`config.mk`:
```
export PLATFORM = sky130hd
export DESIGN_NAME = ikf_mul
export DESIGN_NICKNAME = d
export VERILOG_FILES = /design/src/rtl/core/ikf_pkg.sv /design/src/rtl/core/ikf_mul.sv
export SDC_FILE = /design/constraint.sdc
export NUM_CORES = 2
export LEC_CHECK = 0
export ABC_AREA = 0
export ABC_CLOCK_PERIOD_IN_PS = 16200
export CORE_MARGIN = 5
export CORE_UTILIZATION = 40
export DETAILED_ROUTE_END_ITERATION = 10
export DONT_BUFFER_PORTS = 1
export PLACE_DENSITY = 0.52
export SLEW_MARGIN = 20
export SYNTH_ARGS = -nofsm -noshare
export SYNTH_HDL_FRONTEND = slang
export SYNTH_SLANG_ARGS = --single-unit
```
`constraint.sdc`:
```
create_clock -name clk -period 16.2 [get_ports clk]
set_input_delay 3.24 -clock clk [delete_from_list [all_inputs] [get_ports clk]]
set_output_delay 3.24 -clock clk [all_outputs]
set_load 0.005 [all_outputs]
```
`src/rtl/core/ikf_pkg.sv`:
```
// Shared types, constants and helper functions for the IMU Kalman orientation core.
// Used by every module in rtl/core except ikf_checker; depends on nothing.
package ikf_pkg;

  // CORDIC iteration count and derived counter width
  localparam int CORDIC_STEPS = 24;
  localparam int CNT_W        = $clog2(CORDIC_STEPS);

  // datapath widths
  localparam int CW     = 40;  // CORDIC x/y
  localparam int ZW     = 36;  // CORDIC angle, Q.30 radians
  localparam int MA_W   = 38;  // multiplier operand a
  localparam int MB_W   = 32;  // multiplier operand b
  localparam int MP_W   = MA_W + MB_W;
  localparam int MR_W   = 41;  // rounded product
  localparam int NUM_W  = 62;  // divider numerator magnitude
  localparam int DEN_W  = 33;  // divider denominator
  localparam int QCNT_W = $clog2(NUM_W);

  // fixed constants
  localparam logic signed [ZW-1:0]   PI_Q30      = 36'sd3373259426;
  localparam logic signed [MB_W-1:0] INVK_Q30    = 32'sd652032874;
  localparam logic signed [MB_W-1:0] RAD2DEG_Q24 = 32'sd961263669;

  // register reset values and indexes
  localparam logic [29:0] QA_RESET = 30'd1073742;
  localparam logic [29:0] QB_RESET = 30'd3221225;
  localparam logic [29:0] R_RESET  = 30'd21474836;
  localparam logic [29:0] DT_RESET = 30'd10737418;

  localparam logic [2:0] REG_QA = 3'd0;
  localparam logic [2:0] REG_QB = 3'd1;
  localparam logic [2:0] REG_R  = 3'd2;
  localparam logic [2:0] REG_DT = 3'd3;

  // micro-operations of one sample
  typedef enum logic [4:0] {
    OP_PRED0 = 5'd0,  OP_PRED1 = 5'd1,  OP_PRED2 = 5'd2,
    OP_P11DT = 5'd3,  OP_TDT   = 5'd4,  OP_QBDT  = 5'd5,
    OP_CORM1 = 5'd6,  OP_MAG1  = 5'd7,  OP_CORA0 = 5'd8,  OP_DEG0 = 5'd9,
    OP_CORM2 = 5'd10, OP_MAG2  = 5'd11, OP_CORA1 = 5'd12, OP_DEG1 = 5'd13,
    OP_CORA2 = 5'd14, OP_DEG2  = 5'd15,
    OP_DIV0  = 5'd16, OP_DIV1  = 5'd17,
    OP_C10   = 5'd18, OP_C11   = 5'd19, OP_C00   = 5'd20, OP_C01  = 5'd21,
    OP_UPB0  = 5'd22, OP_UPB1  = 5'd23, OP_UPB2  = 5'd24,
    OP_UPA0  = 5'd25, OP_UPA1  = 5'd26, OP_UPA2  = 5'd27
  } op_t;

  typedef enum logic [1:0] {
    KIND_MUL = 2'd0,
    KIND_COR = 2'd1,
    KIND_DIV = 2'd2
  } kind_t;

  // requests to the shared units
  typedef struct packed {
    logic                 start;
    logic signed [CW-1:0] x;
    logic signed [CW-1:0] y;
  } cord_req_t;

  typedef struct packed {
    logic             start;
    logic [NUM_W-1:0] num;
    logic [DEN_W-1:0] den;
  } div_req_t;

  function automatic kind_t op_kind(input op_t op);
    kind_t k;
    case (op)
      OP_CORM1, OP_CORA0, OP_CORM2, OP_CORA1, OP_CORA2: k = KIND_COR;
      OP_DIV0, OP_DIV1:                                 k = KIND_DIV;
      default:                                          k = KIND_MUL;
    endcase
    return k;
  endfunction

  // atan(2^-i) in Q.30, exact powers of two from step 10 on
  function automatic logic [31:0] atan_entry(input logic [CNT_W-1:0] i);
    int ii;
    logic [31:0] v;
    ii = int'(i);
    case (ii)
      0: v = 32'd843314857;
      1: v = 32'd497837829;
      2: v = 32'd263043837;
      3: v = 32'd133525159;
      4: v = 32'd67021687;
      5: v = 32'd33543516;
      6: v = 32'd16775851;
      7: v = 32'd8388437;
      8: v = 32'd4194283;
      9: v = 32'd2097149;
      default: v = (ii <= 30) ? (32'd1 << (30 - ii)) : 32'd0;
    endcase
    return v;
  endfunction

  function automatic logic signed [31:0] sat32(input logic signed [63:0] v);
    logic signed [31:0] r;
    if (v > 64'sd2147483647)       r = 32'sh7fffffff;
    else if (v < -64'sd2147483648) r = 32'sh80000000;
    else                           r = v[31:0];
    return r;
  endfunction

endpackage

```
`src/rtl/core/ikf_mul.sv`:
```
// Shared signed multiplier with registered product and round-half-up rescale.
// Depends on ikf_pkg.
module ikf_mul
  import ikf_pkg::*;
(
  input  logic                   clk,
  input  logic                   en,
  input  logic signed [MA_W-1:0] a,
  input  logic signed [MB_W-1:0] b,
  input  logic                   long_shift,
  output logic signed [MR_W-1:0] res
);

  logic signed [MP_W-1:0] prod;
  logic                   long_q;
  logic signed [MP_W-1:0] sum;
  logic signed [MP_W-1:0] shifted;

  // product register
  always_ff @(posedge clk) begin
    if (en) begin
      prod   <= a * b;
      long_q <= long_shift;
    end
  end

  // round half up, then shift by 38 (degrees) or 30
  always_comb begin
    sum     = prod + (long_q ? (MP_W'(1) <<< 37) : (MP_W'(1) <<< 29));
    shifted = long_q ? (sum >>> 38) : (sum >>> 30);
    res     = shifted[MR_W-1:0];
  end

endmodule

```
**After elaboration in Yosys (flattened, before gate mapping)**

Cells that the tools add are included.

- Multiplexer cells: 2
- Add/subtract/negate cells: 1
- $mul: 1

Operator list:

| kind | count |
|---|---|
| 70-bit by 39-bit adder with 70-bit output | 1 |
| 38-bit by 32-bit multiplier with 70-bit output | 1 |
| 39-bit 2-to-1 mux | 1 |
| 38-bit 2-to-1 mux | 1 |

- Register bits: 71
- Bits of input ports: 73
- Word-level logic and storage cells: 6

**Depth between registers and ports, before layout**

- Depth in word-level cells: 3
- Depth in mapped cells: 30
- Depth with buffers taken out: 28

**Worst setup path after synthesis**

OpenSTA, ideal clock, no wires.

- Path type: in2reg
- Start: in a[37]
- End: reg prod[66], data pin
- Stages on the path: 27
- Setup slack: 5,506 ps
- Library setup time: 262 ps
- Buffers on the path: 2
- Arrival time: 10,432 ps
- Cells stage by stage: clkbuf_1 -> nand2_1 -> inv_1 -> fa_1 -> inv_1 -> fa_1 -> inv_1 -> fa_1 -> fa_1 -> inv_1 -> fa_1 -> inv_1 -> fa_1 -> inv_1 -> fa_1 -> inv_1 -> fa_1 -> ha_1 -> clkbuf_1 -> nand3_1 -> or3b_1 -> nor2_1 -> a2111o_1 -> a31o_2 -> a211oi_2 -> o21bai_1 -> xor2_1

- Longest elaborated chain between the ends: 1

Ends and longest elaborated chain:

| what | line | source |
|---|---|---|
| start, declared | ikf_mul.sv:8 | `input logic signed [MA_W-1:0] a,` |
| 38-bit by 32-bit multiplier with 70-bit output | ikf_mul.sv:22 | `prod <= a * b;` |
| end signal, assigned | ikf_mul.sv:22 |  |
| end, declared | ikf_mul.sv:14 | `logic signed [MP_W-1:0] prod;` |

Every way passes these cells.
A chain may end at the register's enable or synchronous reset.

**Worst setup path after layout**

- Start: in b[5]
- End: reg prod[66], data pin

- Longest elaborated chain between the ends: 1

Ends and longest elaborated chain:

| what | line | source |
|---|---|---|
| start, declared | ikf_mul.sv:9 | `input logic signed [MB_W-1:0] b,` |
| 38-bit by 32-bit multiplier with 70-bit output | ikf_mul.sv:22 |  |

Every way passes these cells.

==> results_dict.tcl <==
set metrics [dict create \
    relSlewSlack_pct 52.5 \
    vias 30174 \
    holdBufCountCts 0 \
    drtPass1Iterations 5 \
    synth-main-ff-cell "edfxtp_1" \
    synth_cell_types 75 \
    dp.cells 5894 \
    yosys_warnings 0 \
    port_buffers 0 \
    end_kind "flip-flop" \
    die_h_microns 341 \
    syn_area_per_cell_sq_um 9.28 \
    use_met2_pct 44.2 \
    min_delay_path_depth 0 \
    syn_nets 6263 \
    worstMarginPinSlew_ns 0.712 \
    h-tree-depth 2 \
    final_layout_size_suffix_gt1_share_pct 0.914 \
    start_util_pct 40.3 \
    antenna_found_initial 10 \
    first_iter_violations 1678 \
    crit_path_frequent_cell "fa_1" \
    ys_seq_elements 42 \
    gp_congestion 0.846 \
    status "complete, no violations" \
    crit_slowest_cell "fa_1" \
    placementRows 121 \
    synth.area.top_cells "fa_1, inv_1, and2_1, nand2_1, ha_1" \
    synth_area_sq_mm 0.0439 \
    hold_path_startpoint "long_shift" \
    path_buf_inv 7 \
    post_cts_buffers 0 \
    cp-startpoint "b[5]" \
    drt-wirelength-per-cell_microns 22.4 \
    cp_slowest_stage_delay_ns 0.87 \
    worst_hold_path_type "primary input to flip-flop" \
    clock-root-buffer "clkbuf_16" \
    cts_tree "done" \
    period_share_pct 67.4 \
    dp_hpwl_microns 101000 \
    grt_util_met1_pct 28.7 \
    finalSetupViolCount 0 \
    hold_path_end "long_q" \
    clk_path_buf_depth 2 \
    synth.top_cell.area_share_pct 57.4 \
    drc 0 \
    startpoint_type "primary input" \
    track_usage_pct 23.7 \
    final_antenna_net_count 0 \
    fmax_ghz 0.0916 \
    io_pins 114 \
    grt_overflow 0 \
    grt_setup_unrepaired "no" \
    grt_max_degree 43 \
    clk_pin_slew_ns 0.06 \
    crit_type "primary input to flip-flop" \
    first_global_vias 34915 \
    numCtsBuffers 5 \
    cap_violations 0 \
    crit_family "adder cells" \
    ys_seq_area_share_pct 2.87 \
    drv_slew 0 \
    fin_cells 5910 \
    path_depth 25 \
    syn2layout_area_growth_pct 2.23 \
    fin_setup_tns_ns 0 \
    synth_cells 4735 \
    final_hold_viol_count 0 \
    wl_microns 133000 \
    dieArea_sq_mm 0.117 \
    cts.sinks 42 \
    use_met3_pct 2.13 \
    critPathMaxFanout 38 \
    cp.arrival_ns 10.95 \
    grt_busiest_layer "met2" \
    ys_async_sr_fraction_pct 0 \
    grt_pass1_wl_microns 211000 \
    synth_top_area_cell "fa_1" \
    core-area_sq_mm 0.109 \
    synth_edf_count 42 \
    viasPerCell 5.11 \
    min_period_ns 10.92 \
    die_w_microns 341 \
    postCtsResizedCells 0 \
    cp.required_ns 16.23 \
    fin_nets 6015 \
]
## layer usage
layer | vias up | wire [microns] | share of wire (%)
li1 | 12911 | - | -
met1 | 16240 | 51100 | 39
met2 | 808 | 70000 | 53
met3 | 215 | 5810 | 4.4
met4 | 0 | 5670 | 4.3
met5 | - | 0 | 0
## cells in the final DEF, fill, tap and decap left out, types with 28 or more instances in the layout
| cell | count |
|---|---|
| nand2_1 | 717 |
| xnor2_1 | 57 |
| inv_1 | 1211 |
| nand3_1 | 30 |
| nor2_1 | 75 |
| o21ai_0 | 32 |
| a21oi_1 | 72 |
| fa_1 | 1261 |
| ha_1 | 194 |
| edfxtp_1 | 42 |
| a21o_1 | 28 |
| and2_1 | 535 |
| xor2_1 | 37 |
## cell families after synthesis
logic type | share of synthesized area, %
XOR/XNOR | 1.91
flip-flops | 2.87
AND/OR/NAND/NOR | 16.1
multiplexers | 0.410
adder cells (fa/ha/maj) | 63.0
buffers and inverters | 12.6
AO/OA/AOI/OAI | 3.19
## flip-flops by register name, summed over array words and instances (netlist names)
signal,flops
long_q,1
prod,41
## cell usage after synthesis (28+ instances only)
library cell	number
and2_1	535
edfxtp_1	42
clkbuf_1	254
nand3_1	30
inv_1	1211
ha_1	194
nor2_1	75
nand2_1	717
xnor2_1	57
a21oi_1	72
fa_1	1261
xor2_1	37
a21o_1	28
o21ai_0	32
## area by class of cell
type / instances / area (sq um)
flip-flops and latches: 42 / 1260
diodes: 8 / 20.0
clock inverters: 3 / 23.8
well taps: 1414 / 1770
fillers: 10936 / 64100
multi-input cells: 3223 / 37200
clock buffers: 5 / 125
repair buffers: 3 / 22.5
inverters: 1212 / 4550
## worst max path at each step
stage,endpoint,slack [ns]
2_1_floorplan,prod[66],5.51
3_3_place_gp,prod[66],5.07
3_5_place_dp,prod[66],4.97
4_1_cts,prod[66],5.25
5_1_grt,prod[66],4.88
6_report,prod[66],5.28
## stage by stage
| step | hold WS [ns] | setup WS [ns] | utilization (%) | cell area (sq um) |
|---|---|---|---|---|
| global placement | 3.34 | 5.07 | 41.1 | 44800 |
| finish | 3.05 | 5.28 | 41.2 | 44900 |
| CTS | 3.04 | 5.25 | 41.2 | 44900 |
| detailed placement | 3.34 | 4.97 | 41.1 | 44800 |
| global route | 3.04 | 4.88 | 41.2 | 44900 |
| floorplan | 3.34 | 5.51 | - | 43900 |
Power is not shown: default switching activity piles up to over one toggle a cycle in this logic, so the estimate is an artifact.
