--- src/rtl/core/ikf_pkg.sv ---
// Shared types, constants and helper functions for the IMU Kalman orientation core.
// Used by every module in rtl/core except ikf_checker; depends on nothing.
package ikf_pkg;

  // CORDIC iteration count and derived counter width
  localparam int CORDIC_STEPS = 24;
  localparam int CNT_W        = $clog2(CORDIC_STEPS);

  // datapath widths
  localparam int CW     = 40;  // CORDIC x/y
  localparam int ZW     = 36;  // CORDIC angle, Q.30 radians
  localparam int MA_W   = 38;  // multiplier operand a
  localparam int MB_W   = 32;  // multiplier operand b
  localparam int MP_W   = MA_W + MB_W;
  localparam int MR_W   = 41;  // rounded product
  localparam int NUM_W  = 62;  // divider numerator magnitude
  localparam int DEN_W  = 33;  // divider denominator
  localparam int QCNT_W = $clog2(NUM_W);

  // fixed constants
  localparam logic signed [ZW-1:0]   PI_Q30      = 36'sd3373259426;
  localparam logic signed [MB_W-1:0] INVK_Q30    = 32'sd652032874;
  localparam logic signed [MB_W-1:0] RAD2DEG_Q24 = 32'sd961263669;

  // register reset values and indexes
  localparam logic [29:0] QA_RESET = 30'd1073742;
  localparam logic [29:0] QB_RESET = 30'd3221225;
  localparam logic [29:0] R_RESET  = 30'd21474836;
  localparam logic [29:0] DT_RESET = 30'd10737418;

  localparam logic [2:0] REG_QA = 3'd0;
  localparam logic [2:0] REG_QB = 3'd1;
  localparam logic [2:0] REG_R  = 3'd2;
  localparam logic [2:0] REG_DT = 3'd3;

  // micro-operations of one sample
  typedef enum logic [4:0] {
    OP_PRED0 = 5'd0,  OP_PRED1 = 5'd1,  OP_PRED2 = 5'd2,
    OP_P11DT = 5'd3,  OP_TDT   = 5'd4,  OP_QBDT  = 5'd5,
    OP_CORM1 = 5'd6,  OP_MAG1  = 5'd7,  OP_CORA0 = 5'd8,  OP_DEG0 = 5'd9,
    OP_CORM2 = 5'd10, OP_MAG2  = 5'd11, OP_CORA1 = 5'd12, OP_DEG1 = 5'd13,
    OP_CORA2 = 5'd14, OP_DEG2  = 5'd15,
    OP_DIV0  = 5'd16, OP_DIV1  = 5'd17,
    OP_C10   = 5'd18, OP_C11   = 5'd19, OP_C00   = 5'd20, OP_C01  = 5'd21,
    OP_UPB0  = 5'd22, OP_UPB1  = 5'd23, OP_UPB2  = 5'd24,
    OP_UPA0  = 5'd25, OP_UPA1  = 5'd26, OP_UPA2  = 5'd27
  } op_t;

  typedef enum logic [1:0] {
    KIND_MUL = 2'd0,
    KIND_COR = 2'd1,
    KIND_DIV = 2'd2
  } kind_t;

  // requests to the shared units
  typedef struct packed {
    logic                 start;
    logic signed [CW-1:0] x;
    logic signed [CW-1:0] y;
  } cord_req_t;

  typedef struct packed {
    logic             start;
    logic [NUM_W-1:0] num;
    logic [DEN_W-1:0] den;
  } div_req_t;

  function automatic kind_t op_kind(input op_t op);
    kind_t k;
    case (op)
      OP_CORM1, OP_CORA0, OP_CORM2, OP_CORA1, OP_CORA2: k = KIND_COR;
      OP_DIV0, OP_DIV1:                                 k = KIND_DIV;
      default:                                          k = KIND_MUL;
    endcase
    return k;
  endfunction

  // atan(2^-i) in Q.30, exact powers of two from step 10 on
  function automatic logic [31:0] atan_entry(input logic [CNT_W-1:0] i);
    int ii;
    logic [31:0] v;
    ii = int'(i);
    case (ii)
      0: v = 32'd843314857;
      1: v = 32'd497837829;
      2: v = 32'd263043837;
      3: v = 32'd133525159;
      4: v = 32'd67021687;
      5: v = 32'd33543516;
      6: v = 32'd16775851;
      7: v = 32'd8388437;
      8: v = 32'd4194283;
      9: v = 32'd2097149;
      default: v = (ii <= 30) ? (32'd1 << (30 - ii)) : 32'd0;
    endcase
    return v;
  endfunction

  function automatic logic signed [31:0] sat32(input logic signed [63:0] v);
    logic signed [31:0] r;
    if (v > 64'sd2147483647)       r = 32'sh7fffffff;
    else if (v < -64'sd2147483648) r = 32'sh80000000;
    else                           r = v[31:0];
    return r;
  endfunction

endpackage

--- src/rtl/core/ikf_div.sv ---
// Restoring unsigned divider, one quotient bit a cycle.
// Depends on ikf_pkg.
module ikf_div
  import ikf_pkg::*;
(
  input  logic             clk,
  input  logic             rst,
  input  div_req_t         req,
  output logic [NUM_W-1:0] quo,
  output logic             done
);

  logic [DEN_W-1:0]  den;
  logic [DEN_W-1:0]  rem;
  logic [NUM_W-1:0]  q;
  logic [QCNT_W-1:0] cnt;
  logic              busy;
  logic [DEN_W:0]    rem_sh;
  logic              fits;

  // trial subtract
  always_comb begin
    rem_sh = {rem, q[NUM_W-1]};
    fits   = (rem_sh >= {1'b0, den});
  end

  always_ff @(posedge clk) begin
    if (rst) begin
      busy <= 1'b0;
      done <= 1'b0;
      cnt  <= '0;
    end else begin
      done <= 1'b0;
      if (req.start) begin
        den  <= req.den;
        rem  <= '0;
        q    <= req.num;
        cnt  <= '0;
        busy <= 1'b1;
      end else if (busy) begin
        rem <= fits ? DEN_W'(rem_sh - {1'b0, den}) : rem_sh[DEN_W-1:0];
        q   <= {q[NUM_W-2:0], fits};
        if (cnt == QCNT_W'(NUM_W - 1)) begin
          busy <= 1'b0;
          done <= 1'b1;
        end else begin
          cnt <= cnt + 1'b1;
        end
      end
    end
  end

  assign quo = q;

endmodule

--- config.mk ---
export PLATFORM = sky130hd
export DESIGN_NAME = ikf_div
export DESIGN_NICKNAME = d
export VERILOG_FILES = /design/src/rtl/core/ikf_pkg.sv /design/src/rtl/core/ikf_div.sv
export SDC_FILE = /design/constraint.sdc
export NUM_CORES = 1
export LEC_CHECK = 0
export ABC_CLOCK_PERIOD_IN_PS = 8500
export BUFFER_PORTS_ARGS = -buffer_cell sky130_fd_sc_hd__buf_2
export CORE_MARGIN = 2
export CORE_UTILIZATION = 55
export DETAILED_ROUTE_END_ITERATION = 7
export HOLD_SLACK_MARGIN = 0.05
export PLACE_DENSITY = 0.79
export REMOVE_ABC_BUFFERS = 1
export SYNTH_ARGS = -nofsm -noshare
export SYNTH_HDL_FRONTEND = slang
export SYNTH_SLANG_ARGS = --single-unit
--- constraint.sdc ---
create_clock -name clk -period 8.5 [get_ports clk]
set_clock_uncertainty 0.15 [all_clocks]
set_input_delay 0.85 -clock clk [delete_from_list [all_inputs] [get_ports clk]]
set_output_delay 0.85 -clock clk [all_outputs]
set_load 0.03 [all_outputs]
# Word level (Yosys, flattened, before mapping)
# Cells that the tools add are included.
# classes
addsub	2
reduce_logical	6
n_eq_ne	1
order_cmp	1
n_mux	8
bitwise_logic	3
# op_table
operator	n
two-way mux 62 bit	2
two-way mux 33 bit	2
>= comparator 34 x 33 -> 1 bit	1
subtractor 33 bit	1
adder 6 x 1 -> 6 bit (second input constant)	1
== test 6 bit (second input constant)	1
AND reduction 2 bit	3
two-way mux 1 bit	4
inverter 1 bit	3
OR reduction 3 bit	1
nonzero test 2 bit	1
OR reduction 2 bit	1
# word_totals
ff_bits	136
elab_cells	27

# Logic depth before layout (Yosys ltp)
# Gate-level depths: netlist of the first run.
# logic_depth
depth_word	4
depth_mapped	14
ltp_nobuf	12

# Least setup slack after synthesis of the first run
# No wires, ideal clock.
# synth_timing
path_type	in2reg
startpoint	input req[95] in the netlist's numbering
endpoint	register q[0], in the netlist quo[0] (enable)
path_slack_ns	2.201
t_arrival_ns	5.600
cell_stages	5
path_cell_list	clkbuf_1 clkbuf_1 clkbuf_1 nor2_1 nor2_1
# synth_via
elab_chain_len	2
# synth_rtl
element	line	source
from (decl)	ikf_div.sv:8	input div_req_t req,
nonzero test 2 bit (no line)	-	
AND reduction 2 bit (no line)	-	
to (signal assigned)	ikf_div.sv:37	q <= req.num;
to (signal assigned)	ikf_div.sv:42	q <= {q[NUM_W-2:0], fits};
to (decl)	ikf_div.sv:15	logic [NUM_W-1:0] q;
# Every way passes these cells.
# A chain may end at the register's enable or synchronous reset.

# Worst setup path after layout of the first run
# layout_timing
startpoint	register q[61], in the netlist quo[61]
endpoint	register rem[23], data pin
# layout_via
elab_chain_len	3
# layout_rtl
element	line	source
subtractor 33 bit or >= comparator 34 x 33 -> 1 bit (tied branches)	ikf_div.sv:41, ikf_div.sv:24	
two-way mux 33 bit *	ikf_div.sv:41	rem <= fits ? DEN_W'(rem_sh - {1'b0, den}) : rem_sh[DEN_W-1:0];
two-way mux 33 bit *	ikf_div.sv:40	end else if (busy) begin
to (signal assigned)	ikf_div.sv:41	
to (decl)	ikf_div.sv:14	logic [DEN_W-1:0] rem;
# Every way passes the cells marked *; elsewhere a longest branch is shown, timed or not. The select of a mux whose other input is x is not followed.

==> summary.md, run 1 <==
| Metric | Value |
|---|---|
| Final worst path period need | `approximately 3.8 ns` |
| Logic pwr share | `22.0%` |
| Footprint of the multi-input gates | `3170 µm²` |
| Die height | `120 µm` |
| DRT iter0 DRCs | `367` |
| Routed Antenna Nets | `0` |
| Initial Util | `56.2%` |
| MaxCap Viol Count | `0` |
| Switching power | `around 0.56 mW` |
| CP Max Fanout | `42` |
| Tot GR Track Use | `21.7%` |
| Post-cts gate resize count | `0` |
| CORE AREA | `13200 µm²` |
| Vias per cell | `5.53` |
| CTS tree | `built` |
| DP HPWL | `10.7 mm` |
| Critical path cell sequence | `inv_1, ha_1, inv_1, fa_1, a211o_1, o211ai_1, a211o_2, a211oi_4, o31ai_2, nand2_2, nand2b_1, o22ai_1` |
| Clock share of power | `36.6%` |
| Postcts setup bufs | `0` |
| Area growth syn-to-layout | `20.3%` |
| Die area | `between 10000 and 15000 µm²` |
| Slew margin rel. | `17.4%` |
| Max VDD drop | `0.158 mV` |
| Yosys reg bits | `136` |
| DRC violations left | `0` |
| Max Freq | `265 MHz` |
| Gpl congestion | `0.899` |
| WP data required | `~8.5 ns` |
| Vias in the first global route | `5421` |
| Largest net degree at the start of global routing | `96` |
| Initial antenna violation count | `0` |
| Crit path kind | `register to register` |
| Async S/R FF share, synth | `0%` |
| Row count | `42` |
| Worst skew pair latency | `0.42 ns` |
| Kind of start point of the critical path | `register` |
| Min-Delay Path Class | `register to register` |
| I/O Buffers | `160` |
| Longest Clk Path Bufs | `2` |
| Max incr delay on CP | `about 0.53 ns` |
| Seq. cell area | `4000 µm²` |
| Filler cell count | `1009` |
| Most frequent CP cell | `inv_1` |
| RSZ-0062 raised after global routing | `no` |
| Final TNS setup | `0 ns` |
| Final wirelength | `about 15 mm` |
| Clock Sinks | `136` |
| Placed Instances | `949` |
| Die Span X | `120 µm` |
| Drt pass-1 iters | `4` |
| Clock root cell | `clkbuf_16` |
| CTS Buf Count | `17` |
| Share of layout cells above drive strength 1 | `33.4%` |
| Nets | `926` |
| Endpoints failing setup | `0` |
| CTS clk-pin slew, worst paths | `0.06 ns` |
| # diodes | `0` |
| Measured slew at the worst slew-check pin | `1.24 ns` |
| Primary FF master, synth | `edfxtp_1` |
| Via Count | `5418` |
| Syn Area/Cell | `11.7 µm²` |
| Slew Viols, Final | `0` |
| Hold Violations, Final | `0` |
| Register area share after synthesis | `53.8%` |
| Pre-CTS setup slack | `4.78 ns` |
| Leakage power | `3.74 nW` |
| Non-filler cells, final | `979` |
| Drt wl/cell | `15.8 µm` |
| Seq pwr share | `41.5%` |
| Syn Std Cell Area | `7440 µm²` |
| H-tree levels | `4` |
| Synthesis Warnings | `0` |
| GRT overflow | `0` |
| CP Data Arrival Time | `3.75 ns` |
| Cts hold-fix bufs | `0` |
| Count of flip-flops with a built-in enable after synthesis | `128` |
| Switching part of the total | `28.0%` |
| PD cells | `222 nW/µm²` |
| Crit path capture type | `register` |
| Synth cell types | `just under 60` |
| Status | `complete, no violations` |
| Top Ports | `161` |
| Fin worst setup slack | `4.73 ns` |
| First-pass GRT wire length | `25.0 mm` |
| Slowest stage cell, crit path | `nand2_2` |
| Final Cycle Share | `~44%` |
| Post-synthesis cell count | `638` |
| Cell Int Power | `1.43 mW` |
## layer usage
layer	share of wire (%)	vias to the layer above	GRT usage (%)
met3	5.9	14	6.13
met4	1.1	0	7.19
met1	43	2573	27.3
met5	0	-	0
met2	50	172	36.4
li1	-	2659	-
## stage by stage
stage          power (mW)  utilization (%)  hold slack [ns]  instance area, µm²
6_report             1.99             67.6            0.361                8950
5_1_grt              2.08             67.6            0.369                8950
4_1_cts              2.00             67.6            0.356                8950
3_3_place_gp         1.25             63.2            0.336                8370
3_5_place_dp         1.27             63.2            0.339                8370
2_1_floorplan        1.15                -            0.318                7320
## cells by family (layout without fill, tap and decap cells)
logic type               Yosys count  count (layout)  synth area share, %
AND/OR/NAND/NOR                  161             161                 10.2
buffers and inverters             69             234                 3.80
multiplexers                      64              64                 9.65
adder cells (fa/ha/maj)           36              36                 6.15
AO/OA/AOI/OAI                    140             140                 12.7
flip-flops                       136             136                 53.8
XOR/XNOR                          32              32                 3.76
## sequential cells by signal, summed over array words and instances, names as in the netlist
name,flops
busy,1
den,33
quo,62
done,1
cnt,6
rem,33
## worst paths after layout
check	depth (start not counted)	slack (ns)	startpoint	end
worst max-delay path	12	4.73	quo[61]	rem[23]
worst min-delay path	1	0.36	busy	done
worst max register to register	12	4.73	quo[61]	rem[23]
worst min register to register	1	0.36	busy	done
## cells in the mapped netlist (3+ instances only)
master	count	area, µm²
o21ai_0	12	60.1
dfxtp_1	8	160
inv_1	41	154
nand3b_1	5	37.5
a21oi_1	50	250
nand3_1	8	40.0
nor3_1	7	35.0
nor2b_1	5	31.3
o21a_1	5	37.5
edfxtp_1	128	3840
a31oi_1	6	37.5
a211o_1	3	26.3
and3_1	4	25.0
a211oi_1	12	90.1
or2_2	4	25.0
clkbuf_1	15	56.3
mux2_2	62	698
nand4_1	8	50.1
ha_1	35	438
nand2b_1	7	43.8
o22ai_1	4	25.0
buf_1	5	18.8
o211ai_1	5	37.5
buf_2	4	20.0
nand2_1	61	229
xor2_1	16	140
buf_4	3	22.5
nor2_1	40	150
a21o_1	20	150
xnor2_1	16	140
## layout by cell type (no fill, tap or decap), drive strengths merged, types with 6 or more instances in the layout
cell    count
clkinv      6
a21oi      50
nand2b      7
inv        42
xor2       16
a21o       20
a211oi     13
nor3        7
o211ai      6
buf       163
nor2       40
nand4       8
o21ai      12
ha         35
a31oi       6
clkbuf     17
dfxtp       8
nand3       8
xnor2      16
nand2      62
mux2       62
edfxtp    128
## power by group through the flow
stage                     registers (mW)  clock network [mW]  logic [mW]
after floorplan                    0.873                   0       0.281
after global placement             0.835                   0       0.419
after detailed placement           0.837                   0       0.430
after CTS                          0.825               0.742       0.434
after global routing               0.831               0.766       0.481
final                              0.824               0.727       0.436
## worst max-delay path: cells and delay by family (launching register included)
kind	cells	cell delay (ns)
compound gates	6	1.33
buf+inv	2	0.13
fa+ha+maj	2	0.60
simple gates	2	0.87
flops	1	0.40
## layout make-up
| cell class | instances | share of cell area, % |
|---|---|---|
| multi-input cells | 433 | 35.4 |
| clock inverters | 13 | 1.73 |
| repair buffers | 163 | 9.22 |
| flip-flops and latches | 136 | 44.7 |
| inverters | 41 | 1.72 |
| well taps | 176 | 2.46 |
| clock buffers | 17 | 4.75 |
No activity file was read; power rests on OpenSTA's default activity.
==> run 2: changes to the inputs <==
--- a/config.mk
+++ b/config.mk
@@ -5,7 +5,7 @@
 export SDC_FILE = /design/constraint.sdc
 export NUM_CORES = 1
 export LEC_CHECK = 0
-export ABC_CLOCK_PERIOD_IN_PS = 8500
+export ABC_CLOCK_PERIOD_IN_PS = 3850
 export BUFFER_PORTS_ARGS = -buffer_cell sky130_fd_sc_hd__buf_2
 export CORE_MARGIN = 2
 export CORE_UTILIZATION = 55
==> constraint.sdc (replaced) <==
create_clock -name clk -period 3.85 [get_ports clk]
set_clock_uncertainty 0.15 [all_clocks]
set_input_delay 0.385 -clock clk [delete_from_list [all_inputs] [get_ports clk]]
set_output_delay 0.385 -clock clk [all_outputs]
set_load 0.03 [all_outputs]
==> run 2 against run 1 <==
Net effect:
- sequential power rose by 120%
- register-to-register slack got worse by 4.2 ns
- first-iteration DRC count rose by 8.2%
- clock power rose by 130%
- final area rose by 4.4%
- setup slack got worse by 4.2 ns
- non-clock buffer count rose by 36
- via count rose by 3.1%
- final cell count rose by 3.9%
- critical path type unchanged
==> summary.md, run 2 (same netlist as run 1, synthesis figures left out) <==
| Metric | Value |
|---|---|
| Die area | `14500 µm²` |
| Via Count | `5588` |
| Fin util | `70.6%` |
| Switching part of the total | `27.5%` |
| Postcts setup bufs | `0` |
| Initial Util | `56.2%` |
| Crit path capture type | `register` |
| # diodes | `0` |
| Seq pwr share | `just over 40%` |
| Hold Violations, Final | `0` |
| Pre-CTS setup slack | `roughly 0.56 ns` |
| MaxCap Viol Count | `0` |
| Status | `complete, no violations` |
| Crit path kind | `register to register` |
| Row count | `42` |
| Final wirelength | `16.1 mm` |
| Placed Instances | `952` |
| Switching power | `1.24 mW` |
| Initial antenna violation count | `0` |
| Largest net degree at the start of global routing | `81` |
| Total Power | `4.50 mW` |
| GRT overflow | `0` |
| Clock Sinks | `~140` |
| Placed cell area | `approximately 8400 µm²` |
| I/O Buffers | `160` |
| Max VDD drop | `0.403 mV` |
| CP Data Arrival Time | `around 3.3 ns` |
| Hold Path Cell Cnt | `2` |
| Reg2Reg Depth | `9` |
| Measured slew at the worst slew-check pin | `0.941 ns` |
| Cell Int Power | `roughly 3.3 mW` |
| PD cells | `482 nW/µm²` |
| Logic pwr share | `around 22%` |
| Longest Clk Path Bufs | `2` |
| Gpl congestion | `approximately 0.9` |
| Max Freq | `303 MHz` |
| Drt pass-1 iters | `5` |
| Die height | `120 µm` |
| Commonest cells after routing, fill and taps aside | `buf_2, edfxtp_1, mux2_2, nand2_1, a21oi_1` |
| Slew Viols, Final | `0` |
| Die Span X | `120 µm` |
| Kind of start point of the critical path | `register` |
| H-tree levels | `4` |
| Non-filler cells, final | `1017` |
| Hold WS | `0.0798 ns` |
| CTS clk-pin slew, worst paths | `roughly 0.05 ns` |
| Finished Cell Area | `9350 µm²` |
| Clock root cell | `clkbuf_16` |
| Vias in the first global route | `around 5700` |
| Top Ports | `161` |
| Most common cell after layout, fill and taps aside | `buf_2` |
| Min-Delay Path Class | `primary input to register` |
| CORE AREA | `13200 µm²` |
| Worst skew pair latency | `0.41 ns` |
| Drt wl/cell | `~16 µm` |
| Routed Antenna Nets | `0` |
| Clock share of power | `a little under two fifths` |
| CP Max Fanout | `5` |
| DRC violations left | `0` |
| Fin worst setup slack | `0.552 ns` |
| CTS tree | `built` |
| DRT iter0 DRCs | `397` |
| DP HPWL | `11.3 mm` |
| CTS Buf Count | `17` |
| Leakage power | `3.92 nW` |
| Endpoints failing setup | `0` |
| Final worst path period need | `3.30 ns` |
| Final Cycle Share | `85.7%` |
| Area growth syn-to-layout | `25.6%` |
| Share of layout cells above drive strength 1 | `about 32%` |
| Nets | `around 960` |
| Final TNS setup | `0 ns` |
| Vias per cell | `about 5.5` |
| RSZ-0062 raised after global routing | `no` |
| WP data required | `3.85 ns` |
| First-pass GRT wire length | `26.3 mm` |
| Largest register FFs | `62` |
| Tot GR Track Use | `22.6%` |
| Slew margin rel. | `37.2%` |
[run 2: cell count changes in the layout (fill, tap and decap cells not counted)]
cell / before / now
buf_12: 0 / 1
inv_6: 1 / 2
clkinv_1: 3 / 2
bufinv_16: 3 / 4
clkinvlp_4: 3 / 2
clkinv_4: 2 / 1
dlygate4sd3_1: 0 / 33
clkbuf_1: 0 / 3
buf_4: 4 / 6
[run 2: critical path, stage by stage (launching register included)]
cell       delay [ns]
edfxtp_1         0.40
ha_1             0.37
a211oi_1         0.34
o21ai_0          0.19
o211a_1          0.17
o31ai_1          0.56
o211ai_1         0.24
o2111ai_1        0.32
a2111o_1         0.22
o211ai_2         0.08
[run 2: repair_timing]
action                    CTS  global route
resized for setup           0             0
hold buffers               33             0
hold endpoints to repair   33             0
[run 2: metal layers]
layer / share of wire (%) / GRT usage (%) / routed length, µm
met1: 43 / 28.0 / 6900
met2: 51 / 39.8 / 8120
met3: 5.7 / 5.24 / 912
met4: 0.80 / 6.03 / 129
met5: 0 / 0 / 0
[run 2: power groups by stage]
stage / sequential [mW] / combinational (mW) / clock, mW
after detailed placement: 1.85 / 0.967 / 0
final: 1.82 / 1.00 / 1.68
after floorplan: 1.93 / 0.620 / 0
after CTS: 1.82 / 0.998 / 1.72
after global placement: 1.84 / 0.941 / 0
after global routing: 1.83 / 1.10 / 1.77
[run 2: area by class of cell]
class                      instances  area (µm²)
clock buffer                      20         437
clock inverter                    12         174
fill                             958        3890
inverter                          41         154
multi-input combinational        433        3170
sequential                       136        4000
tap                              176         220
timing repair buffer             199        1190
[run 2: worst paths after layout]
check,end,from,slack [ns]
max,rem[31],rem[5],0.55
min,busy,rst,0.08
max reg2reg,rem[31],rem[5],0.55
min reg2reg,done,busy,0.34
