===== src/rtl/core/ikf_pkg.sv =====
// Shared types, constants and helper functions for the IMU Kalman orientation core.
// Used by every module in rtl/core except ikf_checker; depends on nothing.
package ikf_pkg;

  // CORDIC iteration count and derived counter width
  localparam int CORDIC_STEPS = 24;
  localparam int CNT_W        = $clog2(CORDIC_STEPS);

  // datapath widths
  localparam int CW     = 40;  // CORDIC x/y
  localparam int ZW     = 36;  // CORDIC angle, Q.30 radians
  localparam int MA_W   = 38;  // multiplier operand a
  localparam int MB_W   = 32;  // multiplier operand b
  localparam int MP_W   = MA_W + MB_W;
  localparam int MR_W   = 41;  // rounded product
  localparam int NUM_W  = 62;  // divider numerator magnitude
  localparam int DEN_W  = 33;  // divider denominator
  localparam int QCNT_W = $clog2(NUM_W);

  // fixed constants
  localparam logic signed [ZW-1:0]   PI_Q30      = 36'sd3373259426;
  localparam logic signed [MB_W-1:0] INVK_Q30    = 32'sd652032874;
  localparam logic signed [MB_W-1:0] RAD2DEG_Q24 = 32'sd961263669;

  // register reset values and indexes
  localparam logic [29:0] QA_RESET = 30'd1073742;
  localparam logic [29:0] QB_RESET = 30'd3221225;
  localparam logic [29:0] R_RESET  = 30'd21474836;
  localparam logic [29:0] DT_RESET = 30'd10737418;

  localparam logic [2:0] REG_QA = 3'd0;
  localparam logic [2:0] REG_QB = 3'd1;
  localparam logic [2:0] REG_R  = 3'd2;
  localparam logic [2:0] REG_DT = 3'd3;

  // micro-operations of one sample
  typedef enum logic [4:0] {
    OP_PRED0 = 5'd0,  OP_PRED1 = 5'd1,  OP_PRED2 = 5'd2,
    OP_P11DT = 5'd3,  OP_TDT   = 5'd4,  OP_QBDT  = 5'd5,
    OP_CORM1 = 5'd6,  OP_MAG1  = 5'd7,  OP_CORA0 = 5'd8,  OP_DEG0 = 5'd9,
    OP_CORM2 = 5'd10, OP_MAG2  = 5'd11, OP_CORA1 = 5'd12, OP_DEG1 = 5'd13,
    OP_CORA2 = 5'd14, OP_DEG2  = 5'd15,
    OP_DIV0  = 5'd16, OP_DIV1  = 5'd17,
    OP_C10   = 5'd18, OP_C11   = 5'd19, OP_C00   = 5'd20, OP_C01  = 5'd21,
    OP_UPB0  = 5'd22, OP_UPB1  = 5'd23, OP_UPB2  = 5'd24,
    OP_UPA0  = 5'd25, OP_UPA1  = 5'd26, OP_UPA2  = 5'd27
  } op_t;

  typedef enum logic [1:0] {
    KIND_MUL = 2'd0,
    KIND_COR = 2'd1,
    KIND_DIV = 2'd2
  } kind_t;

  // requests to the shared units
  typedef struct packed {
    logic                 start;
    logic signed [CW-1:0] x;
    logic signed [CW-1:0] y;
  } cord_req_t;

  typedef struct packed {
    logic             start;
    logic [NUM_W-1:0] num;
    logic [DEN_W-1:0] den;
  } div_req_t;

  function automatic kind_t op_kind(input op_t op);
    kind_t k;
    case (op)
      OP_CORM1, OP_CORA0, OP_CORM2, OP_CORA1, OP_CORA2: k = KIND_COR;
      OP_DIV0, OP_DIV1:                                 k = KIND_DIV;
      default:                                          k = KIND_MUL;
    endcase
    return k;
  endfunction

  // atan(2^-i) in Q.30, exact powers of two from step 10 on
  function automatic logic [31:0] atan_entry(input logic [CNT_W-1:0] i);
    int ii;
    logic [31:0] v;
    ii = int'(i);
    case (ii)
      0: v = 32'd843314857;
      1: v = 32'd497837829;
      2: v = 32'd263043837;
      3: v = 32'd133525159;
      4: v = 32'd67021687;
      5: v = 32'd33543516;
      6: v = 32'd16775851;
      7: v = 32'd8388437;
      8: v = 32'd4194283;
      9: v = 32'd2097149;
      default: v = (ii <= 30) ? (32'd1 << (30 - ii)) : 32'd0;
    endcase
    return v;
  endfunction

  function automatic logic signed [31:0] sat32(input logic signed [63:0] v);
    logic signed [31:0] r;
    if (v > 64'sd2147483647)       r = 32'sh7fffffff;
    else if (v < -64'sd2147483648) r = 32'sh80000000;
    else                           r = v[31:0];
    return r;
  endfunction

endpackage


===== src/rtl/core/ikf_cordic.sv =====
// Iterative vectoring CORDIC: angle in Q.30 radians and raw magnitude, one step a cycle.
// Depends on ikf_pkg.
module ikf_cordic
  import ikf_pkg::*;
(
  input  logic                 clk,
  input  logic                 rst,
  input  cord_req_t            req,
  output logic signed [CW-1:0] x_res,
  output logic signed [ZW-1:0] z_res,
  output logic                 done
);

  logic signed [CW-1:0] x;
  logic signed [CW-1:0] y;
  logic signed [ZW-1:0] z;
  logic [CNT_W-1:0]     cnt;
  logic                 busy;
  logic signed [CW-1:0] dx;
  logic signed [CW-1:0] dy;
  logic signed [ZW-1:0] ae;

  // one micro-rotation
  always_comb begin
    dx = y >>> cnt;
    dy = x >>> cnt;
    ae = ZW'(atan_entry(cnt));
  end

  always_ff @(posedge clk) begin
    if (rst) begin
      busy <= 1'b0;
      done <= 1'b0;
      cnt  <= '0;
    end else begin
      done <= 1'b0;
      if (req.start) begin
        cnt <= '0;
        if (req.x == '0 && req.y == '0) begin
          x    <= '0;
          y    <= '0;
          z    <= '0;
          done <= 1'b1;
        end else if (req.x < 0) begin
          // pre-rotate by 180 degrees
          x    <= -req.x;
          y    <= -req.y;
          z    <= (req.y >= 0) ? PI_Q30 : -PI_Q30;
          busy <= 1'b1;
        end else begin
          x    <= req.x;
          y    <= req.y;
          z    <= '0;
          busy <= 1'b1;
        end
      end else if (busy) begin
        if (y >= 0) begin
          x <= x + dx;
          y <= y - dy;
          z <= z + ae;
        end else begin
          x <= x - dx;
          y <= y + dy;
          z <= z - ae;
        end
        if (cnt == CNT_W'(CORDIC_STEPS - 1)) begin
          busy <= 1'b0;
          done <= 1'b1;
        end else begin
          cnt <= cnt + 1'b1;
        end
      end
    end
  end

  assign x_res = x;
  assign z_res = z;

endmodule


===== config.mk =====
export PLATFORM = sky130hd
export DESIGN_NAME = ikf_cordic
export DESIGN_NICKNAME = d
export VERILOG_FILES = /design/src/rtl/core/ikf_pkg.sv /design/src/rtl/core/ikf_cordic.sv
export SDC_FILE = /design/constraint.sdc
export NUM_CORES = 1
export LEC_CHECK = 0
export BUFFER_PORTS_ARGS = -buffer_cell sky130_fd_sc_hd__buf_2
export CAP_MARGIN = 10
export CORE_UTILIZATION = 36
export DETAILED_ROUTE_END_ITERATION = 12
export GPL_TIMING_DRIVEN = 0
export PLACE_DENSITY = 0.63
export SYNTH_ARGS = -nofsm -noshare
export SYNTH_HDL_FRONTEND = slang
export SYNTH_SLANG_ARGS = --single-unit
export TNS_END_PERCENT = 30

===== constraint.sdc =====
create_clock -name clk -period 8.75 [get_ports clk]
set_input_delay 1.75 -clock clk [delete_from_list [all_inputs] [get_ports clk]]
set_output_delay 1.75 -clock clk [all_outputs]
set_load 0.05 [all_outputs]

-- After elaboration in Yosys (flattened, before gate mapping)
Cells that the tools add are included.
- bits in registers: 123
- bits of input ports: 83
- output and inout bits: 77
- word-level logic and storage cells: 70
- add/subtract/negate cells: 10
- order comparisons: 4
- equal/unequal tests: 11
- shift operators: 3
- mux-type cells: 26
- bitwise operators: 2
- reduce and logical (&&, ||, !) cells: 8
- operators by type and width (cell ; count):
    $mux 40 ; 10
    $pmux 32 s10 ; 1
    $mux 36 ; 6
    $add 40x40->40 ; 2
    $ge 40x1->1 const B ; 2
    $logic_not 40->1 ; 2
    $neg 40->40 ; 2
    $sshr 40x5->40 ; 2
    $sub 40x40->40 ; 2
    $lt 40x1->1 const B ; 1
    $add 36x33->36 ; 1
    $sub 36x33->36 ; 1
    $mux 32 ; 1
    $shl 1x32->32 const A ; 1
    $eq 5x3->1 const B ; 4
    $eq 5x2->1 const B ; 2
    $eq 5x4->1 const B ; 2
    $mux 1 ; 8
    $sub 5x5->6 const A ; 1
    $add 5x1->5 const B ; 1
    $eq 5x1->1 const B ; 1
    $eq 5x5->1 const B ; 1
    $le 5x5->1 const B ; 1
    $logic_not 5->1 ; 1
    6 further kinds ; 8

-- Logic depth before layout (Yosys ltp)
- word-level depth: 8
- mapped depth: 28
- gate-level depth less buffers: 23

-- Worst setup path before layout
OpenSTA, ideal clock, no wires.
- kind: input to register
- start point: input port req[80] (netlist name)
- end point: register x[0] (netlist: x_res[0]), enable pin
- setup time: 0.592 ns
- arrival: 7.211 ns
- data required time: 8.158 ns
- path slack: 0.947 ns
- cell stages on the path: 4
- path buffers: 2
- cells stage by stage: clkbuf_1 > buf_1 > nor2_1 > nor2_1
- word-level cells in the longest chain between the ends: 2
- ends and longest elaborated chain (item ; line ; text):
    from (decl) ; ikf_cordic.sv:8 ; input cord_req_t req,
    $reduce_bool 2->1 (no source line) ; n/a ;
    $reduce_and 2->1 (no source line) ; n/a ;
    to (signal assigned) ; ikf_cordic.sv:46 ; x <= -req.x;
    to (signal assigned) ; ikf_cordic.sv:51 ; x <= req.x;
    to (signal assigned) ; ikf_cordic.sv:58 ; x <= x + dx;
    to (decl) ; ikf_cordic.sv:14 ; logic signed [CW-1:0] x;
Every way passes these cells.
A chain may end at the register's enable or synchronous reset.

-- Worst setup path after layout
- start point: register cnt[4]
- end point: register x[37] (netlist: x_res[37]), data pin
- word-level cells in the longest chain between the ends: 5
- elaborated cells between the ends (all ways): 6
- classes of those cells: add/sub: 2; shift: 1; mux: 3
- ends and longest elaborated chain (item ; line ; text):
    from (decl) ; ikf_cordic.sv:17 ; logic [CNT_W-1:0] cnt;
    from (signal assigned) ; ikf_cordic.sv:70 ; cnt <= cnt + 1'b1;
    $sshr 40x5->40 * ; ikf_cordic.sv:25 ; dx = y >>> cnt;
    $sub 40x40->40 or $add 40x40->40 (tied branches) ; ikf_cordic.sv:62, ikf_cordic.sv:58 ;
    $mux 40 * ; ikf_cordic.sv:57 ; if (y >= 0) begin
    $mux 40 * ; ikf_cordic.sv:56 ; end else if (busy) begin
    $mux 40 * ; ikf_cordic.sv:37 ; if (req.start) begin
    to (signal assigned) ; ikf_cordic.sv:46 ;
    to (signal assigned) ; ikf_cordic.sv:58 ;
    to (signal assigned) ; ikf_cordic.sv:62 ; x <= x - dx;
Mark *: on every way between the ends. The rest lies on a longest branch, timed or not. The select of a mux whose other input is x is not followed.

==> flow_summary.html <==
<table>
<tr><th>Metric</th><th>Value</th></tr>
<tr><th colspan="2">Die</th></tr>
<tr><td>CORE AREA</td><td>60,500 µm²</td></tr>
<tr><td>Initial core utilization</td><td>36.4%</td></tr>
<tr><td>DIE AREA</td><td>62,200 µm²</td></tr>
<tr><td># IOs</td><td>160</td></tr>
<tr><td>Die Span Y</td><td>249 µm</td></tr>
<tr><td>Standard-cell rows</td><td>90</td></tr>
<tr><td>Chip width</td><td>249 µm</td></tr>
<tr><th colspan="2">Clocking</th></tr>
<tr><td>Clock Sink Count</td><td>123</td></tr>
<tr><td>Clock buffer depth</td><td>2</td></tr>
<tr><td>CTS tree</td><td>done</td></tr>
<tr><td>Count of H-tree levels built during CTS</td><td>4</td></tr>
<tr><td>Clock input transition at the sequential cells of the worst setup and hold paths</td><td>0.07 ns</td></tr>
<tr><td>Post-CTS Hold Buffers</td><td>0</td></tr>
<tr><td>Root Buffer Master</td><td>clkbuf_16</td></tr>
<tr><td>Insertion delay to the later sink of the worst-skew pair</td><td>0.51 ns</td></tr>
<tr><td>Number of buffers added by the clock tree synthesis step</td><td>17</td></tr>
<tr><th colspan="2">Power and ir drop</th></tr>
<tr><td>Total leakage power</td><td>9.20 nW</td></tr>
<tr><td>Maximum vdd drop</td><td>0.000165 V</td></tr>
<tr><td>Sequential share of power</td><td>18.9%</td></tr>
<tr><td>Final Total Pwr</td><td>6.39 mW</td></tr>
<tr><td>Cell-internal power</td><td>3.04 mW</td></tr>
<tr><td>Switching power as a share of total power</td><td>52.5%</td></tr>
<tr><td>Combinational cell fraction of total power</td><td>68.9%</td></tr>
<tr><td>Sw Pwr</td><td>3.36 mW</td></tr>
<tr><td>Total power divided by cell area</td><td>260 nW/µm²</td></tr>
<tr><td>Clock power share</td><td>12.1%</td></tr>
<tr><th colspan="2">Setup path</th></tr>
<tr><td>Critical path endpoint category</td><td>flip-flop</td></tr>
<tr><td>Largest fanout on the critical path</td><td>10</td></tr>
<tr><td>Kind of critical path</td><td>reg -&gt; reg</td></tr>
<tr><td>Slowest stage delay, CP</td><td>0.63 ns</td></tr>
<tr><td>CP Data Required Time</td><td>9.04 ns</td></tr>
<tr><td>Signal arrival time at the worst endpoint</td><td>8.88 ns</td></tr>
<tr><td>Critical Path Start Type</td><td>flip-flop</td></tr>
<tr><td>Critical Path Slowest Stage Cell</td><td>buf_1</td></tr>
<tr><td>Critical path, cell by cell</td><td>clkbuf_1 &gt; clkbuf_1 &gt; clkbuf_1 &gt; clkbuf_2 &gt; buf_1 &gt; buf_1 &gt; clkbuf_2 &gt; buf_1 &gt; o21ai_0 &gt; xor2_1 &gt; ha_1 &gt; and2_1 &gt; a221o_1 &gt; a41oi_1 &gt; o21ai_0 &gt; a221o_1 &gt; and4_1 &gt; or4b_2 &gt; o211ai_1</td></tr>
<tr><th colspan="2">Synth</th></tr>
<tr><td>Cell variety after synth</td><td>95</td></tr>
<tr><td>Share of the synthesized area in the top cell type</td><td>15.8%</td></tr>
<tr><td>Multiplexer share of the synthesized area</td><td>17.4%</td></tr>
<tr><td>Share of synthesized cell area in full adder, half adder and majority cells</td><td>7.26%</td></tr>
<tr><td>Xor/xnor share of the synthesized area</td><td>10.9%</td></tr>
<tr><td>Syn Std Cell Area</td><td>22,000 µm²</td></tr>
<tr><td>Flip-flop cell with the highest count after synthesis</td><td>edfxtp_1</td></tr>
<tr><td>Number of instances in the synthesized netlist</td><td>2,653</td></tr>
<tr><td>Number of synthesized flops with an enable pin</td><td>116</td></tr>
<tr><td>Syn avg cell area</td><td>8.31 µm²</td></tr>
<tr><td>Number of warnings issued by yosys</td><td>0</td></tr>
<tr><td>Synth Area in Compound Gates</td><td>25.9%</td></tr>
<tr><td>Syn nets</td><td>2,862</td></tr>
<tr><td>Cell accounting for the most synthesized area</td><td>edfxtp_1</td></tr>
<tr><td>Share of synthesized area occupied by flip-flops and latches</td><td>16.4%</td></tr>
<tr><td>Main area contributors after synthesis</td><td>edfxtp_1, mux4_2, ha_1, xnor2_1, o21ai_0</td></tr>
<tr><td>Register bit total from synthesis</td><td>123</td></tr>
<tr><td>FFs w/ async S/R, synth</td><td>0%</td></tr>
<tr><td>Fraction of the mapped netlist area in simple logic gates</td><td>17.7%</td></tr>
<tr><td>Combinational family with the most area after synthesis</td><td>compound AO/OA/AOI/OAI gates</td></tr>
<tr><th colspan="2">Timing</th></tr>
<tr><td>Slew at the pin closest to its max-slew limit</td><td>1.38 ns</td></tr>
<tr><td>Setup clock skew after layout</td><td>0.0246 ns</td></tr>
<tr><td>Final-report setup violation count</td><td>0</td></tr>
<tr><td>Smallest hold slack</td><td>0.745 ns</td></tr>
<tr><td>Final Hold Viols</td><td>0</td></tr>
<tr><td>Fraction of the cycle the final worst path needs</td><td>98.1%</td></tr>
<tr><td>Slew margin rel.</td><td>7.79%</td></tr>
<tr><td>Shortest clock period the worst path allows after layout</td><td>8.59 ns</td></tr>
<tr><td>Setup repair after global routing missed its margin</td><td>no</td></tr>
<tr><td>Fmax</td><td>116 MHz</td></tr>
<tr><td>Slew Viols, Final</td><td>0</td></tr>
<tr><th colspan="2">Placed design</th></tr>
<tr><td>Gpl congestion</td><td>1.11</td></tr>
<tr><td>Count of buffers from port buffering</td><td>158</td></tr>
<tr><td>Detail Placement HPWL</td><td>90,500 µm</td></tr>
<tr><th colspan="2">Global route</th></tr>
<tr><td>Aggregate global routing overflow</td><td>0</td></tr>
<tr><td>Total track usage</td><td>36.2%</td></tr>
<tr><td>Initial antenna violation count</td><td>2</td></tr>
<tr><td>Vias in the first global route</td><td>22,800</td></tr>
<tr><td>Global-route wire length before repair</td><td>164,000 µm</td></tr>
<tr><td>Largest net degree at the start of global routing</td><td>34</td></tr>
<tr><th colspan="2">Job</th></tr>
<tr><td># Max-Cap Violations</td><td>0</td></tr>
<tr><th colspan="2">Drt</th></tr>
<tr><td>Final antenna-violating net count</td><td>0</td></tr>
<tr><td>Number of remaining DRC errors</td><td>0</td></tr>
<tr><td>Number of vias per cell</td><td>6.70</td></tr>
<tr><td>Number of iterations in the first detailed-routing pass</td><td>6</td></tr>
<tr><td>Wire per inst</td><td>31.6 µm</td></tr>
<tr><td>DRC marker count from the first detailed-route iteration</td><td>3,119</td></tr>
<tr><td>Detailed-route via count</td><td>24,300</td></tr>
<tr><td>Sum of routed wire length over all layers</td><td>115,000 µm</td></tr>
<tr><th colspan="2">Finish</th></tr>
<tr><td>Ratio of cells with drive above 1 in the final layout</td><td>16.8%</td></tr>
<tr><td># nets final</td><td>3,045</td></tr>
<tr><td>Fillers</td><td>6,203</td></tr>
<tr><td>Register cell area after layout</td><td>3620 µm²</td></tr>
<tr><td>Total area of multi-input combinational cells</td><td>17,500 µm²</td></tr>
<tr><td>Area growth syn-to-layout</td><td>11.5%</td></tr>
<tr><th colspan="2">Min path</th></tr>
<tr><td>Path category of the worst min-delay check</td><td>reg -&gt; reg</td></tr>
<tr><th colspan="2">Status</th></tr>
<tr><td>Result of the run</td><td>completed</td></tr>
</table>
-- per-stage QoR --
step | setup TNS, ns | util (%) | setup slack, ns | instance area, µm² | cells
CTS | -0.219 | 40.5 | -0.164 | 24500 | 3629
floorplan | 0 | - | 0.947 | 22000 | 2653
global placement | -341.01 | 39.4 | -2.94 | 23800 | 3593
detailed placement | -1.30 | 39.5 | -0.577 | 23900 | 3598
global route | 0 | 40.6 | 0.00457 | 24600 | 3631
finish | 0 | 40.6 | 0.163 | 24600 | 3632
-- cell usage after synthesis, types with 10 or more instances --
library cell  instances
o22ai_1              39
nor3b_1              12
nand2_1             241
nand3b_1             14
a21o_1               79
a221o_1              10
o21bai_1             26
o41ai_1              12
mux2i_1              79
ha_1                123
or4_1                14
mux4_2              107
and2_1               12
nor2_1              195
edfxtp_1            116
buf_4                19
a211oi_1             25
nand4_1              31
a21oi_1             192
nor3_1               34
a21boi_0             13
nor2b_1              23
inv_1                53
a31oi_1              28
or3_1                26
o211ai_1             29
nor4_1               27
and3_1               23
o21a_1               20
or2_2                27
xor2_1              114
o221ai_1             10
o21ai_0             216
nand2b_1             35
mux2_2               55
a221oi_1             12
buf_1                30
a22o_1               11
o31ai_1              42
buf_2                25
nand3_1              58
clkbuf_1             82
xnor2_1             161
-- state kept, by name, indices dropped and copies added (netlist names) --
signal / count
x_res: 40
z_res: 36
y: 40
busy: 1
cnt: 5
done: 1
-- cell usage in the layout, fill, tap and decap left out, drive strengths merged, types with 30 or more instances in the layout --
| cell type | netlist | layout |
|---|---|---|
| a21o | 79 | 79 |
| a21oi | 192 | 192 |
| buf | 80 | 239 |
| clkbuf | 82 | 103 |
| edfxtp | 116 | 116 |
| ha | 123 | 123 |
| inv | 54 | 57 |
| mux2 | 56 | 56 |
| mux2i | 79 | 79 |
| mux4 | 107 | 107 |
| nand2 | 241 | 241 |
| nand2b | 36 | 36 |
| nand3 | 58 | 58 |
| nand4 | 31 | 31 |
| nor2 | 195 | 195 |
| nor3 | 35 | 35 |
| o21ai | 219 | 219 |
| o22ai | 39 | 39 |
| o31ai | 42 | 42 |
| or2 | 30 | 30 |
| xnor2 | 161 | 161 |
| xor2 | 114 | 114 |
-- logic make-up after synthesis --
kind of cell,Yosys count
xor gates and xnor gates,275
DFF,123
and+or+nand+nor,796
buffers and inverters,219
adders and majority gates,126
AOI/OAI and AO/OA,872
muxes,242
-- worst max-delay path: cells and delay by family (launching register included) --
| family | cells | cell delay [ns] |
|---|---|---|
| buffers and inverters | 8 | 4.50 |
| AO/OA/AOI/OAI | 6 | 1.83 |
| AND/OR/NAND/NOR | 3 | 1.03 |
| flip-flops | 1 | 0.44 |
| adder cells (fa/ha/maj) | 1 | 0.36 |
| XOR/XNOR | 1 | 0.19 |
-- power by group through the flow --
stage / clock network [mW] / logic [mW] / registers [mW]
floorplan: 0 / 2.97 / 1.26
global placement: 0 / 4.27 / 1.20
detailed placement: 0 / 4.27 / 1.19
CTS: 0.791 / 4.30 / 1.18
global route: 0.804 / 4.74 / 1.20
finish: 0.776 / 4.41 / 1.21
-- final timing paths --
kind	startpoint	end	slack, ns	depth (start not counted)
worst max-delay path	cnt[4]	x_res[37]	0.16	19
worst min-delay path	z_res[0]	z_res[0]	0.75	2
worst max register to register	cnt[4]	x_res[37]	0.16	19
worst min register to register	z_res[0]	z_res[0]	0.75	2
-- cell type report --
type | count | area share [%]
multi-input combinational | 2311 | 71.2
antenna | 1 | 0.0102
sequential | 123 | 14.7
buffer | 161 | 3.13
tap | 782 | 3.98
inverter | 57 | 0.896
timing repair buffer | 165 | 3.59
clock buffer | 18 | 1.75
clock inverter | 14 | 0.688
-- routing by layer --
metal	vias up	part of all wire, %	global-route usage (%)
met2	1639	43	54.9
met4	0	6.7	21.8
met5	-	0	0
met3	354	11	10.4
met1	11800	38	45.5
li1	10600	-	-
-- repair_timing --
action / in CTS / in global routing
pin swaps: 0 / 1
endpoints found under the hold margin: 0 / 0
resized for setup: 1 / 26
buffers inserted: 0 / 2
endpoints found under the setup margin: 9 / 30
Note: power is estimated with default switching activity, not from simulation.
